===== src/hdl/msf_ram.sv =====
// ----------------------------------------------------------------------------
// msf_ram - generic single-port-write, single-port-read ram
// One write and one registered read per cycle.
// ----------------------------------------------------------------------------
module msf_ram #(
	parameter int WIDTH = 8,
	parameter int DEPTH = 16
) (
	input  logic                     clk,
	input  logic                     we,
	input  logic [$clog2(DEPTH)-1:0] waddr,
	input  logic [WIDTH-1:0]         wdata,
	input  logic                     re,
	input  logic [$clog2(DEPTH)-1:0] raddr,
	output logic [WIDTH-1:0]         rdata
);

	logic [WIDTH-1:0] mem_q [DEPTH];
	logic [WIDTH-1:0] rdata_q;

	always_ff @(posedge clk) begin
		if (we) begin
			mem_q[waddr] <= wdata;
		end
		if (re) begin
			rdata_q <= mem_q[raddr];
		end
	end

	assign rdata = rdata_q;

endmodule


===== config.mk =====
export PLATFORM = sky130hd
export DESIGN_NAME = msf_ram
export DESIGN_NICKNAME = d
export VERILOG_FILES = /design/src/hdl/msf_ram.sv
export SDC_FILE = /design/constraint.sdc
export NUM_CORES = 1
export LEC_CHECK = 0
export BUFFER_PORTS_ARGS = -buffer_cell sky130_fd_sc_hd__buf_4
export CAP_MARGIN = 25
export CORE_MARGIN = 10
export CORE_UTILIZATION = 54
export DETAILED_ROUTE_END_ITERATION = 6
export PLACE_DENSITY = 0.72
export SLEW_MARGIN = 20
export SYNTH_ARGS = -nofsm -noshare
export SYNTH_HDL_FRONTEND = slang
export SYNTH_SLANG_ARGS = --single-unit

===== constraint.sdc =====
create_clock -name clk -period 1.8 [get_ports clk]
set_input_delay 0.09 -clock clk [delete_from_list [all_inputs] [get_ports clk]]
set_output_delay 0.09 -clock clk [all_outputs]
set_load 0.05 [all_outputs]

Yosys cells after proc, flatten, opt, wreduce, memory -nomap -nowiden:

Memory sizes are Yosys's and may differ from the RTL's. A register that Yosys moved wholly into a read port is not among the register bits.
Cells that the tools add are included.
W data, S select, Z words.

* register bits: 0
* memory bits (writable): 128
* bits of input ports: 19
* output and inout port bits: 8
* word-level logic and storage cells: 3
* memories: 1

Memory list
* mem_q: words 16, width 8, rd ports 1, clocked after memory_dff 1, wr ports 1, RTL line 18 `logic [WIDTH-1:0] mem_q [DEPTH];`

* multiplexer cells: 2

Operators with widths (number)
* $mux W1: 2

Longest topological paths before layout:

Gate-level depths: netlist of run 1.

* depth after elaboration: 2
* mapped depth: 5
* depth with buffers taken out: 3

Worst setup path after synthesis of run 1:

No wires, ideal clock.

* path kind: in2reg
* start point: input waddr[2]
* end point: memory mem_q[0][0] (enable)
* library setup time: 383 ps
* data arrival time: 1200 ps
* setup slack: 217 ps
* stages on the path: 2
* path buffers: 0
* cells stage by stage: or3b_2 > nor3_1

RTL lines
* start, declared: RTL line 11 `input logic [$clog2(DEPTH)-1:0] waddr,`
* end, declared: RTL line 18

No word-level cell before the write port.

==> metrics, run 1 <==
status=finished, final reports clean; PostCTS Resize Cnt=0; Yosys warnings=0; critical path's largest stage delay=0.50 ns; instance count on the critical path=3; Routability Congestion=0.791; Comb pwr share=0.056; CTS tree=yes; Max Fclk=670 MHz; worst slew pin tran=0.425 ns; NumNets Final=314; setup ws final=0.307 ns; Post-Syn Nets=248; pwr dens=1150 nW/um^2; number of diodes=0; ranking of synthesized cells by area=edfxtp_1 (78%), mux4_2 (7.8%), mux4_1 (7.0%); clock group share of total power=0.454; gr usage total=0.149; R2R Setup Slk=around 0.31 ns; Hold Crit Start=waddr[0]; HP Class=input pin to register; vias per cell=roughly 5.6; die area=14000 sq um; First-pass DRT Iterations=4; crit path kind=register to register; maximum root-to-sink buffer count=2; # IOs=27; Leakage=2.16 nW; Clock Sinks=136; # port buffers=26; post-synthesis sequential area ratio=0.781; Worst R2R End=rdata[3]; CP bufs+invs=0; slew margin rel.=0.717; Yosys top cell area share=0.781; Avg Cell Area, Syn=around 23 sq um; internal power=5.74 mW; dpl cells=between 300 and 400; Final Util=0.680; htree depth=4; RSZ-0062 raised after global routing=no; Slew Limit Fails=0; TritonCTS buffer count=17; Max IR drop VDD=0.746 mV; # rows=35; reg2reg start=mem_q[0][3]; final hold vios=0; fin cells=437; routed len/inst=22.5 um; Final Skew=between 0.01 and 0.015 ns; Syn Inst Count=229; Post-CTS Setup Bufs=0; via count=2467; GRT overflow=0; CP top delay family=multiplexers; Final period util=0.830; Core Area=9330 sq um; sw power=1.58 mW; crit path max fanout=1; root buffer cell=clkbuf_8; crit path launch type=register; Worst-path clk slew=0.06 ns; Seq pwr share=0.490; vias in the first global route=2699; Worst setup EP type=register; Final Setup Violations=0; Crit-path slowest cell=mux4_1; DRT Wirelength=9.83 mm; post-synthesis instance area=5230 sq um; Sw Share=0.215; initial cell density of the core=0.560; CP arrival=1.75 ns; Worst-Skew Late Latency=~0.52 ns; Seq cells post-synth=136; Synth area leader=edfxtp_1; Residual DRC=0; first-pass GRT wire length=15.6 mm; Synth cell types=18; antenna violations before repair=0; Max-cap violations=0; Total Power=7.32 mW; post-route ant nets=0; initial drt markers=188; Cell Chain, Critical Path=mux4_1, a22oi_1, nand2_1; Die W=~120 um; layout cells sized above 1=0.321; largest net degree at the start of global routing=31; Die Ht=118 um; worst-case reg-to-reg path depth=3; min Tclk post-route=about 1.5 ns; post-detail-place hpwl=6.04 mm; WP data required=2.06 ns; final setup TNS=0 ns; Hold Crit Endpoint=mem_q[0][7]; Area growth, synth to finish=21.4%; hold path depth=3; Place WS=0.102 ns
==> state kept, by name, summed over array words and instances (netlist names) <==
signal	count
rdata	8
mem_q	128
==> metrics by stage <==
| stage | hold WS, ns | instance area (sq um) |
|---|---|---|
| after floorplan | 0.189 | 5230 |
| after global placement | 0.394 | 5680 |
| after detailed placement | 0.400 | 5680 |
| after CTS | 0.0706 | 6350 |
| after global routing | 0.0763 | 6350 |
| final | 0.0836 | 6350 |
==> cells by family after synthesis <==
group,count (synthesis),synth area share
and+or+nand+nor,35,0.0314
DFF,136,0.781
muxes,32,0.148
buffers and inverters,10,0.0165
AOI/OAI and AO/OA,16,0.0230
==> cells in the final DEF (no fill, tap or decap), drive strengths merged <==
| master | netlist | layout |
|---|---|---|
| dlygate4sd3 | 0 | 9 |
| inv | 0 | 6 |
| nand3 | 1 | 1 |
| nor2b | 1 | 1 |
| bufinv | 0 | 2 |
| nand2 | 9 | 9 |
| or3b | 1 | 1 |
| a22oi | 16 | 16 |
| nor2 | 13 | 13 |
| clkinvlp | 0 | 4 |
| edfxtp | 136 | 136 |
| nor3 | 4 | 4 |
| mux4 | 32 | 32 |
| clkbuf | 0 | 17 |
| nand2b | 2 | 2 |
| clkinv | 0 | 3 |
| and2b | 1 | 1 |
| and2 | 1 | 1 |
| nand3b | 2 | 2 |
| buf | 7 | 48 |
==> worst max path at each step <==
stage | startpoint | to | slack, ns
final | mem_q[0][3] | rdata[3] | 0.31
after global routing | mem_q[2][0] | rdata[0] | 0.24
after CTS | mem_q[2][3] | rdata[3] | 0.28
after detailed placement | raddr[0] | rdata[0] | 0.10
after global placement | raddr[0] | rdata[0] | 0.15
after floorplan | waddr[2] | mem_q[0][0] | 0.22
==> cell type report <==
cell class	instances	area, sq um
Multi-Input combinational cell	83	1060
Sequential cell	136	4080
Tap cell	129	161
Clock buffer	17	414
Clock inverter	15	168
Timing Repair Buffer	57	463
Fill cell	571	2980
==> worst reg2reg max path: stages (launching register included) <==
cell and delay (ns):
edfxtp_1 0.37, mux4_1 0.50, a22oi_1 0.29, nand2_1 0.09
==> cells in the mapped netlist (all sizes together) <==
cell type,number
a22oi,16
and2,1
and2b,1
buf,7
clkdlybuf4s25,3
edfxtp,136
mux4,32
nand2,9
nand2b,2
nand3,1
nand3b,2
nor2,13
nor2b,1
nor3,4
or3b,1
==> repair_timing <==
item,in CTS,in global routing
setup endpoints to repair,0,0
hold buffers,9,0
endpoints found under the hold margin,136,0
==> power groups by stage <==
stage | Sequential (mW) | Clock [mW] | Combinational [mW]
4_1_cts | 3.59 | 3.37 | 0.417
6_report | 3.59 | 3.32 | 0.409
3_3_place_gp | 3.65 | 0 | 0.390
2_1_floorplan | 3.70 | 0 | 0.180
5_1_grt | 3.59 | 3.52 | 0.442
3_5_place_dp | 3.65 | 0 | 0.399
==> per-layer routing <==
| layer | up-vias | share of wire | GRT usage |
|---|---|---|---|
| met4 | 0 | 0.0053 | 0.0504 |
| met3 | 4 | 0.056 | 0.0471 |
| met2 | 81 | 0.52 | 0.242 |
| li1 | 1119 | - | - |
| met5 | - | 0 | 0 |
| met1 | 1263 | 0.42 | 0.186 |
No activity file was read; power rests on OpenSTA's default activity.
==> run 2: changes to the inputs <==
Settings changed: PLACE_DENSITY 0.72 to 0.74.
Clock period 1.8 ns to 1.2 ns, I/O delays scaled along.
==> run 2 against run 1 <==
  * The run now ends with negative setup slack left
  * Clock skew decreased by 0.0039 ns
  * Maximum frequency increased by 5.2%
  * Clock-buffer cell count increased by 1
  * Cell count increased by 2.1%
  * Flip-flop and latch count unchanged
==> metrics, run 2 (synthesis results as in run 1) <==
status=finished with violations; failing checks=negative setup slack; initial drt markers=186; vias in the first global route=between 2000 and 3000; CTS tree=yes; met1 GRT Util=0.200; grt met2 use=0.262; antenna violations before repair=0; root buffer cell=clkbuf_8; largest net degree at the start of global routing=17; Max-cap violations=0; Final period util=1.18; Max IR drop VDD=between 0.9 and 1 mV; layout cells sized above 1=0.420; die area=14000 sq um; area of the multi-input gates=approximately 1100 sq um; RSZ-0062 raised after global routing=yes; number of diodes=0; post-route ant nets=0; final hold vios=0; gr usage total=0.161; NumNets Final=323; Final Util=0.697; Die Ht=between 100 and 150 um; Final Setup Violations=8; pwr dens=between 1500 and 2000 nW/um^2; # rows=35; most common cell after layout, fill and taps aside=edfxtp_1; first-pass GRT wire length=16.8 mm; min Tclk post-route=1.42 ns; Core Area=9330 sq um; Worst-Skew Late Latency=0.51 ns; worst slew pin tran=0.858 ns; grt met3 use=0.0400; # IOs=27; Residual DRC=0; initial cell density of the core=0.560; TritonCTS buffer count=17; Slew Limit Fails=0; GRT overflow=0; post-detail-place hpwl=~6.6 mm; Most flops, register=mem_q; fin cells=446; Cell Area, Placed=5760 sq um; Clock Sinks=136; Final Skew=0.00681 ns; HP Class=input pin to register; DRT Wirelength=10.6 mm; dpl cells=405; final setup TNS=-1.54 ns; # port buffers=26; Leakage=2.18 nW; Hold WS=a little over 0.08 ns; setup ws final=-0.220 ns; Worst setup EP type=register; design area=6500 sq um; htree depth=4; Place WS=-0.412 ns; First-pass DRT Iterations=4; Max Fclk=slightly above 700 MHz; Worst-path clk slew=approximately 0.060 ns; max reg flops=128; CP arrival=1.68 ns; Area growth, synth to finish=24.4%; maximum root-to-sink buffer count=2; Routability Congestion=0.781; vias per cell=5.61; crit path kind=register to register; slew margin rel.=0.427; Die W=118 um; Post-CTS Setup Bufs=0; routed len/inst=between 20 and 25 um; WP data required=~1.5 ns; Layout fillers=565; GR peak layer=met2; crit path max fanout=1; Total Power=11.2 mW; via count=between 2000 and 3000; crit path launch type=register; Reg area=4080 sq um; commonest non-fill, non-tap cells in the layout=edfxtp_1 (136), buf_4 (49), mux4_2 (32)
## run 2: cell types whose count changed in the layout (fill, tap and decap cells not counted), moves of 3 or more
cell,before,now
mux4_2,18,32
nor3_2,0,3
nor3_1,4,1
buf_6,0,3
buf_12,1,5
mux4_1,14,0
a22oi_1,16,5
a22oi_2,0,11
## run 2: cell type report
class	instances	share of cell area
Clock buffer	18	0.0643
Clock inverter	14	0.0266
Multi-Input combinational cell	83	0.165
Sequential cell	136	0.628
Tap cell	129	0.0248
Timing Repair Buffer	66	0.0910
## run 2: worst max-delay path, cell delays in order, from the launching register on
cell	delay (ns)
edfxtp_1	0.38
mux4_2	0.48
a22oi_2	0.21
nand2_1	0.09
## run 2: report_power, final
| part | total [mW] | switching (mW) | internal, mW |
|---|---|---|---|
| logic | 0.711 | 0.391 | 0.321 |
| clock network | 5.12 | 1.95 | 3.18 |
| registers | 5.39 | 0.0334 | 5.35 |
## run 2: path summary, 6_finish.rpt
kind | from | end | slack [ns] | cells past startpoint
worst max-delay path | mem_q[2][6] | rdata[6] | -0.22 | 3
worst min-delay path | waddr[0] | mem_q[0][5] | 0.08 | 3
worst max register to register | mem_q[2][6] | rdata[6] | -0.22 | 3
worst min register to register | mem_q[6][3] | rdata[3] | 0.75 | 3
## run 2: layer usage
layer,vias up,wire [um]
met5,-,0
met1,1280,4340
met4,0,244
met3,14,558
li1,1117,-
met2,89,5450
## run 2: what timing repair did
item                                   CTS  global route
setup endpoints to repair               10            11
endpoints found under the hold margin  136             0
hold buffers                             9             0
resized for setup                       11             3
pin swaps                                0             2
==> run 3: changes to the inputs <==
Settings changed: CORE_UTILIZATION 54 to 30, PLACE_DENSITY 0.74 to unset.
==> run 3 against run 2 <==
  * The flow still finishes with violations (negative setup slack)
  * Critical path depth did not move
  * Utilization shrank 32 points
  * Non-clock buffer count is the same
  * Total power is 1.3% lower
  * Largest power group unchanged
==> metrics, run 3 (synthesis results as in run 1) <==
status=finished with violations; failing checks=negative setup slack; Worst-Skew Late Latency=between 0.4 and 0.5 ns; max reg flops=~130; crit path launch type=register; routed len/inst=18.9 um; root buffer cell=clkbuf_16; First-pass DRT Iterations=4; min Tclk post-route=1.42 ns; Total Power=between 10 and 15 mW; initial cell density of the core=0.304; Worst-path clk slew=0.06 ns; final hold vios=0; critical path's largest stage delay=0.49 ns; Hold Crit Endpoint=mem_q[0][7]; GRT overflow=0; Max Fclk=703 MHz; Final Setup Violations=8; # port buffers=26; crit path max fanout=1; Die W=152 um; Leakage=2.16 nW; Routability Congestion=0.730; antenna violations before repair=0; via count=2472; WP data required=1.34 ns; DRT Wirelength=10.2 mm; number of diodes=0; post-detail-place hpwl=6.85 mm; crit path kind=register to register; # rows=48; setup ws final=-0.222 ns; Most flops, register=mem_q; worst slew pin tran=0.849 ns; Hold Crit Start=waddr[0]; RSZ-0062 raised after global routing=yes; CTS tree=yes; layout cells sized above 1=0.401; area of the multi-input gates=1070 sq um; Worst setup EP type=register; HP Class=input pin to register; Worst R2R End=rdata[7]; largest net degree at the start of global routing=19; most common cell after layout, fill and taps aside=edfxtp_1; Max IR drop VDD=0.938 mV; Slew Limit Fails=0; Die Ht=approximately 150 um; TritonCTS buffer count=17; Residual DRC=0; die area=23100 sq um; htree depth=4; Reg area=4080 sq um; Layout fillers=between 1500 and 2000; Core Area=between 15000 and 20000 sq um; first-pass GRT wire length=between 15 and 20 mm; Place WS=-0.379 ns; Final Skew=0.00871 ns; Final period util=1.18; slew margin rel.=0.432; pwr dens=1690 nW/um^2; hold path depth=3; worst-case reg-to-reg path depth=3; Max-cap violations=0; CP arrival=about 1.6 ns; post-route ant nets=0; vias in the first global route=2738; vias per cell=between 4 and 5; Clock Sinks=136; Area growth, synth to finish=25.5%; Crit-path slowest cell=mux4_2; reg2reg start=mem_q[6][7]; Cell Chain, Critical Path=mux4_2, a22oi_2, nand2_1; initial drt markers=303; # IOs=27; gr usage total=0.0910; maximum root-to-sink buffer count=2; NumNets Final=323; commonest non-fill, non-tap cells in the layout=edfxtp_1 (136), buf_4 (54), mux4_2 (32); R2R Setup Slk=-0.22 ns
-- run 3: final cells by class --
class                   count  share of cell area
multi-input cells          83               0.163
well taps                 225              0.0429
clock inverters            11              0.0198
clock buffers              21              0.0671
repair buffers             66              0.0847
flip-flops and latches    136               0.622
-- run 3: stage by stage --
stage,area (sq um),hold WS (ns),utilization,setup TNS (ns),std cells
final,6560,0.185,0.382,-1.38,542
after global routing,6560,0.183,0.382,-1.77,542
after CTS,6540,0.167,0.381,-1.63,542
after detailed placement,5850,0.370,0.341,-6.69,501
after global placement,5850,0.372,0.341,-6.52,501
after floorplan,5220,0.159,-,-4.43,229
-- run 3: worst max path at each step --
stage                       startpoint          end  slack (ns)  cells past startpoint
final                      mem_q[6][7]     rdata[7]       -0.22                      3
after global routing      mem_q[10][1]     rdata[1]       -0.25                      3
after detailed placement      raddr[0]     rdata[5]       -0.38                      5
after global placement        raddr[0]     rdata[5]       -0.37                      5
after floorplan               waddr[2]  mem_q[3][0]       -0.13                      2
after CTS                  mem_q[6][7]     rdata[7]       -0.23                      3
-- run 3: timing repair --
item	in CTS	in global routing
pin swaps	0	3
hold endpoints to repair	136	0
setup buffers	0	0
gates cloned	0	0
gates resized for setup	6	4
setup endpoints to repair	8	8
hold buffers	9	0
-- run 3: report_power, final --
part / internal, mW / switching, mW / total, mW
combinational: 0.305 / 0.384 / 0.689
clock: 3.23 / 1.77 / 5.00
sequential: 5.36 / 0.0290 / 5.38
total: 8.89 / 2.19 / 11.1
-- run 3: worst max-delay path, delay by kind of cell, from the launching register on --
kind             cells  cell delay [ns]
AO/OA/AOI/OAI        1             0.15
flip-flops           1             0.40
multiplexers         1             0.49
AND/OR/NAND/NOR      1             0.12
-- run 3: routing by layer --
layer | GRT usage | share of wire | vias to the layer above
met5 | 0 | 0 | -
met4 | 0.0316 | 0.0086 | 0
li1 | - | - | 1121
met3 | 0.0299 | 0.073 | 8
met1 | 0.123 | 0.45 | 1264
met2 | 0.135 | 0.47 | 79
